$ cat src/rtl/core/smc_pkg.sv
`default_nettype none

package smc_pkg;

   localparam int MAX_PATTERN = 32;
   localparam int LEN_W       = $clog2(MAX_PATTERN + 1);
   localparam int BYTE_W      = 8;
   localparam int POS_W       = 32;
   localparam int CNT_W       = 32;

   typedef enum logic [1:0] {
      REQ_CLEAR   = 2'd0,
      REQ_APPEND  = 2'd1,
      REQ_TEXT    = 2'd2,
      REQ_RESTART = 2'd3
   } req_code_type;

   // Per-cycle strobes broadcast to every cell of the chain.
   typedef struct packed {
      logic clear_pat;
      logic append;
      logic text;
      logic clear_vec;
   } cell_ctl_type;

endpackage

`default_nettype wire

$ cat src/rtl/core/smc_cell.sv
`default_nettype none

module smc_cell
   import smc_pkg::*;
(
   input  wire logic              clock,
   input  wire logic              reset,
   input  wire cell_ctl_type      ctl,
   input  wire logic [BYTE_W-1:0] data_byte,
   input  wire logic              prev_active,
   input  wire logic              prev_match,
   input  wire logic              next_active,
   output logic                   active,
   output logic                   match,
   output logic                   hit
);

   logic              active_ff;
   logic              active_in;
   logic              match_ff;
   logic              match_in;
   logic [BYTE_W-1:0] byte_ff;
   logic              wr_en;
   logic              match_new;

   // The first inactive cell behind an active one takes the appended byte.
   assign wr_en     = ctl.append & prev_active & ~active_ff;
   assign match_new = prev_match & active_ff & (byte_ff == data_byte);

   always_comb begin
      active_in = active_ff;
      if (ctl.clear_pat) begin
         active_in = 1'b0;
      end else if (wr_en) begin
         active_in = 1'b1;
      end
   end

   always_comb begin
      match_in = match_ff;
      if (ctl.clear_vec) begin
         match_in = 1'b0;
      end else if (ctl.text) begin
         match_in = match_new;
      end
   end

   always_ff @(posedge clock) begin
      if (reset) begin
         active_ff <= 1'b0;
         match_ff  <= 1'b0;
      end else begin
         active_ff <= active_in;
         match_ff  <= match_in;
      end
   end

   always_ff @(posedge clock) begin
      if (wr_en) begin
         byte_ff <= data_byte;
      end
   end

   assign active = active_ff;
   assign match  = match_ff;
   // The last active cell reports that the whole pattern has been seen.
   assign hit    = match_new & ~next_active;

endmodule

`default_nettype wire

$ cat src/rtl/core/shift_and_string_matcher_core.sv
`default_nettype none

// Exact string matcher using the shift-and scheme over a chain of byte cells.
// Input channel (req_*): each word carries a request code, a data byte and a
// start position. Codes clear the pattern, append one pattern byte (refused
// with rsp_status set once 32 bytes are held), feed one text byte, or restart
// the scan at req_start_position, which also zeroes the hit count.
// Result channel (rsp_*): exactly one word per request. For a text byte that
// completes an occurrence, rsp_match_found is set and rsp_match_start gives the
// position of its first byte; rsp_hit_count always shows the saturating count
// of matches since the last restart, including this request.
// rsp_valid rises in the cycle after acceptance. A new word is accepted in
// every cycle while the result register is free: each cell compares its byte
// with the prior cell's registered match bit. The result register frees as
// its word is taken, so req_ready stays high while rsp_ready is high; when
// the receiver stalls, one result is held and req_ready drops until taken.
// Reset empties the pattern and zeroes the match bits, text position and
// hit count; the block is ready in the first cycle after reset.

module shift_and_string_matcher_core
   import smc_pkg::*;
(
   input  wire logic              clock,
   input  wire logic              reset,
   input  wire logic              req_valid,
   output logic                   req_ready,
   input  wire logic [1:0]        req_type,
   input  wire logic [BYTE_W-1:0] req_data_byte,
   input  wire logic [POS_W-1:0]  req_start_position,
   output logic                   rsp_valid,
   input  wire logic              rsp_ready,
   output logic                   rsp_status,
   output logic                   rsp_match_found,
   output logic [POS_W-1:0]       rsp_match_start,
   output logic [CNT_W-1:0]       rsp_hit_count
);

   req_code_type            code;
   logic                    fire;
   logic                    full;
   cell_ctl_type            ctl;
   logic [MAX_PATTERN-1:0]  active;
   logic [MAX_PATTERN-1:0]  match;
   logic [MAX_PATTERN-1:0]  hit;
   logic [MAX_PATTERN-1:0]  active_chain;
   logic [MAX_PATTERN-1:0]  match_chain;
   logic [MAX_PATTERN-1:0]  next_chain;
   logic                    found;

   logic [LEN_W-1:0]        length_ff;
   logic [LEN_W-1:0]        length_in;
   logic [POS_W-1:0]        position_ff;
   logic [POS_W-1:0]        position_in;
   logic [CNT_W-1:0]        total_ff;
   logic [CNT_W-1:0]        total_in;

   logic                    rsp_valid_ff;
   logic                    rsp_valid_in;
   logic                    status_ff;
   logic                    found_ff;
   logic [POS_W-1:0]        start_ff;
   logic [POS_W-1:0]        start_in;
   logic [CNT_W-1:0]        count_ff;

   assign code      = req_code_type'(req_type);
   assign req_ready = ~rsp_valid_ff | rsp_ready;
   assign fire      = req_valid & req_ready;
   assign full      = (length_ff >= LEN_W'(MAX_PATTERN));

   always_comb begin
      ctl = '0;
      if (fire) begin
         case (code)
            REQ_CLEAR: begin
               ctl.clear_pat = 1'b1;
               ctl.clear_vec = 1'b1;
            end
            REQ_APPEND: begin
               ctl.append    = ~full;
               ctl.clear_vec = ~full;
            end
            REQ_TEXT: begin
               ctl.text = 1'b1;
            end
            REQ_RESTART: begin
               ctl.clear_vec = 1'b1;
            end
            default: begin
               ctl = '0;
            end
         endcase
      end
   end

   // Cell zero sees an always-active, always-matching neighbor in front of it.
   assign active_chain = {active[MAX_PATTERN-2:0], 1'b1};
   assign match_chain  = {match[MAX_PATTERN-2:0], 1'b1};
   // The last cell has no neighbor behind it.
   assign next_chain   = {1'b0, active[MAX_PATTERN-1:1]};

   for (genvar i = 0; i < MAX_PATTERN; i++) begin : g_cell
      smc_cell u_cell (
         .clock       (clock),
         .reset       (reset),
         .ctl         (ctl),
         .data_byte   (req_data_byte),
         .prev_active (active_chain[i]),
         .prev_match  (match_chain[i]),
         .next_active (next_chain[i]),
         .active      (active[i]),
         .match       (match[i]),
         .hit         (hit[i])
      );
   end

   assign found = ctl.text & (|hit);

   always_comb begin
      length_in   = length_ff;
      position_in = position_ff;
      total_in    = total_ff;
      if (fire) begin
         case (code)
            REQ_CLEAR: begin
               length_in = '0;
            end
            REQ_APPEND: begin
               if (!full) begin
                  length_in = length_ff + LEN_W'(1);
               end
            end
            REQ_TEXT: begin
               position_in = position_ff + POS_W'(1);
               if (found && (total_ff != {CNT_W{1'b1}})) begin
                  total_in = total_ff + CNT_W'(1);
               end
            end
            REQ_RESTART: begin
               position_in = req_start_position;
               total_in    = '0;
            end
            default: begin
               length_in = length_ff;
            end
         endcase
      end
   end

   assign start_in = found ? (position_ff - POS_W'(length_ff) + POS_W'(1)) : '0;
   assign rsp_valid_in = fire | (rsp_valid_ff & ~rsp_ready);

   always_ff @(posedge clock) begin
      if (reset) begin
         length_ff    <= '0;
         position_ff  <= '0;
         total_ff     <= '0;
         rsp_valid_ff <= 1'b0;
      end else begin
         length_ff    <= length_in;
         position_ff  <= position_in;
         total_ff     <= total_in;
         rsp_valid_ff <= rsp_valid_in;
      end
   end

   always_ff @(posedge clock) begin
      if (fire) begin
         status_ff <= (code == REQ_APPEND) & full;
         found_ff  <= found;
         start_ff  <= start_in;
         count_ff  <= total_in;
      end
   end

   assign rsp_valid       = rsp_valid_ff;
   assign rsp_status      = status_ff;
   assign rsp_match_found = found_ff;
   assign rsp_match_start = start_ff;
   assign rsp_hit_count   = count_ff;

   a_length_range: assert property (@(posedge clock) disable iff (reset)
      length_ff <= LEN_W'(MAX_PATTERN))
      else $error("pattern length beyond capacity");

   a_active_count: assert property (@(posedge clock) disable iff (reset)
      $countones(active) == 32'(length_ff))
      else $error("active cells disagree with pattern length");

   a_empty_no_match: assert property (@(posedge clock) disable iff (reset)
      found |-> (length_ff != '0))
      else $error("match reported with empty pattern");

   a_status_excl: assert property (@(posedge clock) disable iff (reset)
      rsp_valid_ff && status_ff |-> !found_ff)
      else $error("rejected append also reports a match");

   a_restart_zero: assert property (@(posedge clock) disable iff (reset)
      fire && (code == REQ_RESTART) |=> (total_ff == '0) && (match == '0))
      else $error("restart left hit count or match bits set");

endmodule

`default_nettype wire

$ cat config.mk
export PLATFORM = sky130hd
export DESIGN_NAME = shift_and_string_matcher_core
export DESIGN_NICKNAME = d
export VERILOG_FILES = /design/src/rtl/core/smc_pkg.sv /design/src/rtl/core/smc_cell.sv /design/src/rtl/core/shift_and_string_matcher_core.sv
export SDC_FILE = /design/constraint.sdc
export NUM_CORES = 1
export LEC_CHECK = 0
export ABC_AREA = 1
export BUFFER_PORTS_ARGS = -buffer_cell sky130_fd_sc_hd__buf_4
export CAP_MARGIN = 30
export CELL_PAD_IN_SITES_DETAIL_PLACEMENT = 1
export CELL_PAD_IN_SITES_GLOBAL_PLACEMENT = 1
export CORE_MARGIN = 10
export CORE_UTILIZATION = 43
export DETAILED_ROUTE_END_ITERATION = 10
export PLACE_DENSITY_LB_ADDON = 0.1
export SETUP_SLACK_MARGIN = 0.1
export SYNTH_ARGS = -nofsm -noshare
export SYNTH_HDL_FRONTEND = slang
export SYNTH_SLANG_ARGS = --single-unit
$ cat constraint.sdc
create_clock -name clock -period 3.8 [get_ports clock]
set_input_delay 0.57 -clock clock [delete_from_list [all_inputs] [get_ports clock]]
set_output_delay 0.57 -clock clock [all_outputs]
set_load 0.01 [all_outputs]
==> metrics.md <==
| Metric | Value |
|---|---|
| Syn Nets | `2740` |
| Ys Warns | `0` |
| DP Wirelength | `45.9 mm` |
| Die Y | `251 um` |
| Register area share after synthesis | `0.538` |
| Core area | `0.0528 sq mm` |
| Outcome | `finished, final reports clean` |
| GRT Total Usage | `0.212` |
| Multi-input logic area | `0.00897 sq mm` |
| Initial Util | `0.435` |
| Layout cells sized above 1 | `0.113` |
| Netlist cell types | `48` |
| Crit path kind | `flip-flop to flip-flop` |
| DIE AREA | `0.0630 sq mm` |
| Register area | `0.0124 sq mm` |
| Final period utilization | `0.877` |
| Synth area leaders | `edfxtp_1 (42%), dfxtp_1 (12%), nand2_1 (11%), inv_1 (5.1%), nor2_1 (4.2%)` |
| Least-Margin Pin Slew | `0.836 ns` |
| Num CTS Buffers | `51` |
| Overall Power | `11.7 mW` |
| Wire per inst | `19.3 um` |
| Drt pass-1 iters | `5` |
| Crit path largest cell delay | `0.43 ns` |
| Crit. Startpoint | `position_ff[1]` |
| VDD IR max | `0.291 mV` |
| Via count | `18271` |
| Syn Std Cell Area | `0.0230 sq mm` |
| Final GP Congestion | `0.835` |
| Synth area leader | `edfxtp_1` |
| Antenna violations before repair | `0` |
| Die Wd | `251 um` |
| CTS Buffer Depth | `3` |
| Worst Hold Path EP | `rsp_valid` |
| Post-route DRC | `0` |
| Clock sink count | `456` |
| # nets final | `2875` |
| Worst path most repeated cell | `inv_1` |
| HP Start | `req_valid` |
| CP Launch Type | `flip-flop` |
| FFs w/ async S/R, synth | `0` |
| Drt via density | `5.24` |
| I/O pins | `114` |
| Crit end category | `flip-flop` |
| Max Cap Viol | `0` |
| Worst path slowest cell | `fa_1` |
| Slew Limit Headroom | `0.440` |
| Syn Inst Count | `2625` |
| Antenna viol nets, final | `0` |
| Period minus WS final | `3.33 ns` |
| Worst R2R Start | `position_ff[1]` |
| Skew-Pair Late Insertion Delay | `0.60 ns` |
| Reg2reg setup slack | `0.47 ns` |
| Worst R2R End | `rsp_match_start[21]` |
| Post-synth EDFFs | `322` |
| Unrepaired setup endpoints after global routing | `false` |
| Worst path required time | `4.26 ns` |
| CP arrival | `3.79 ns` |
| Cell Chain, Critical Path | `inv_1, ha_1, inv_1, ha_1, inv_1, fa_1, o21ai_0, nand3_1, nand2_1, a21oi_1, o211ai_1, buf_4, nand2_1, nand3_1, o21ai_0, or2_2, a21oi_1` |
| H-tree Lvls | `2` |
| Fmax | `300 MHz` |
| Pwr dens | `440 mW/mm^2` |
| Top fanout value on the critical path | `4` |
| Hold Crit Depth | `3` |
| Root buf cell | `clkbuf_16` |
| LEAKAGE | `11.2 nW` |
| Synth top area share | `0.421` |
| Cells on worst reg2reg path | `17` |
| Detailed Route WL | `67.5 mm` |
| First-pass GRT wire length | `107 mm` |
| Syn Area/Cell | `8.74 sq um` |
| Setup Viol. Count Final | `0` |
| Endpoints failing hold | `0` |
| Clock Pin Slew Worst Setup and Hold Paths | `0.06 ns` |
| Synth Register Bits | `456` |
| CTS tree | `done` |
| Vias in the first global route | `19109` |
| N_diodes | `0` |
| Fin. max-slew vios | `0` |
| Min-Delay Path Class | `primary input to flip-flop` |
| Setup TNS Final | `0 ns` |
| Largest net degree at the start of global routing | `65` |
| PortBufs | `113` |
| DR iter-0 viols | `899` |
| Final Skew | `0.0139 ns` |
| WHS | `0.232 ns` |
| Fillers | `6220` |
| GRT Residual Overflow | `0` |
| Ys flop type | `edfxtp_1` |
| Num rows | `84` |
| Syn-to-layout area delta | `15.5%` |
==> final cells by class <==
cell class | count | share of cell area
Timing Repair Buffer | 168 | 0.0532
Tap cell | 688 | 0.0325
Sequential cell | 456 | 0.466
Clock buffer | 71 | 0.0532
Clock inverter | 24 | 0.0113
Multi-Input combinational cell | 1763 | 0.338
Inverter | 320 | 0.0454
==> cells by family after synthesis <==
family	Yosys count	share of synthesized area
adders and majority gates	69	0.0379
xor gates and xnor gates	123	0.0469
AOI/OAI and AO/OA	370	0.0866
buffers and inverters	406	0.0717
and+or+nand+nor	1201	0.219
DFF	456	0.538
==> repair_timing <==
action / CTS / global route
setup buffers: 0 / 2
hold buffers: 0 / 0
gates resized for setup: 0 / 0
setup endpoints to repair: 0 / 1
==> Yosys cell counts (2+ instances only) <==
| master | n |
|---|---|
| nand2_1 | 689 |
| edfxtp_1 | 322 |
| inv_1 | 310 |
| nor2_1 | 259 |
| a21oi_1 | 187 |
| dfxtp_1 | 134 |
| nand3_1 | 122 |
| o21ai_0 | 117 |
| xor2_1 | 78 |
| ha_1 | 68 |
| xnor2_1 | 45 |
| or2_2 | 39 |
| clkbuf_1 | 35 |
| nand4_1 | 29 |
| buf_2 | 24 |
| nor3_1 | 20 |
| o211ai_1 | 20 |
| buf_4 | 16 |
| o21ai_1 | 11 |
| nor2_2 | 10 |
| inv_2 | 9 |
| nor4_1 | 8 |
| a211oi_1 | 7 |
| a31oi_1 | 6 |
| buf_1 | 6 |
| nor3b_1 | 6 |
| a21o_1 | 5 |
| o21bai_1 | 5 |
| buf_6 | 4 |
| o21a_1 | 4 |
| nor3_2 | 3 |
| o31ai_1 | 3 |
| or2_1 | 3 |
| a221oi_1 | 2 |
| nand2_2 | 2 |
| nand3_4 | 2 |
| nand3b_1 | 2 |
| nor2_4 | 2 |
| or2_0 | 2 |
==> layer usage <==
| layer | vias to the layer above | share of wire | global-route usage | wire, um |
|---|---|---|---|---|
| met5 | - | 0 | 0 | 0 |
| met2 | 286 | 0.48 | 0.359 | 32500 |
| li1 | 8849 | - | - | - |
| met4 | 0 | 0.022 | 0.0552 | 1510 |
| met1 | 9036 | 0.46 | 0.282 | 31100 |
| met3 | 100 | 0.035 | 0.0289 | 2380 |
==> sequential cells by signal, indices dropped and copies added, names as in the netlist, 6 cells and up <==
name,flops
g_cell.u_cell.active,32
position_ff,32
g_cell.u_cell.byte_ff,256
rsp_match_start,32
total_ff,32
g_cell.u_cell.match,31
rsp_hit_count,32
length_ff,6
==> report_power, final <==
group | internal (mW) | switching (mW)
clock network | 3.01 | 2.10
registers | 5.37 | 0.0448
logic | 0.380 | 0.756
total | 8.77 | 2.90
==> through the flow <==
stage	setup slack [ns]	cell area, sq um	instances	utilization
6_report	0.466	26500	3490	0.502
5_1_grt	0.191	26500	3490	0.502
4_1_cts	0.312	26500	3488	0.502
3_5_place_dp	0.238	24800	3393	0.470
3_3_place_gp	0.290	24800	3393	0.470
2_1_floorplan	0.119	23000	2625	-
==> worst max-delay path by stage <==
stage / slack, ns / to / cells past startpoint
global placement: 0.29 / rsp_match_start[28] / 17
finish: 0.47 / rsp_match_start[21] / 17
floorplan: 0.12 / rsp_hit_count[0] / 8
global route: 0.19 / rsp_match_start[21] / 17
CTS: 0.31 / rsp_match_start[21] / 16
detailed placement: 0.24 / rsp_hit_count[7] / 19
==> worst max-delay path, delay by kind of cell (launching register included) <==
kind	cells	cell delay, ns
AOI/OAI and AO/OA	5	0.84
adders and majority gates	3	0.88
buffers and inverters	4	0.38
DFF	1	0.39
and+or+nand+nor	5	0.70
==> placed cells by master, fill, tap and decap left out, drive strengths merged, types with 2 or more instances in the layout <==
master / instances
a21o: 5
inv: 322
nand3b: 2
nand3: 124
dfxtp: 134
nand4: 29
nor3b: 6
or2: 44
o21ai: 128
xor2: 78
a21oi: 187
a221oi: 2
clkinv: 15
edfxtp: 322
nor4: 8
xnor2: 45
nand2: 692
ha: 68
a31oi: 6
buf: 168
clkbuf: 71
o31ai: 3
nor2: 271
o21bai: 5
bufinv: 6
o21a: 4
o211ai: 20
nor3: 23
a211oi: 7
(Power assumes the default switching activity.)
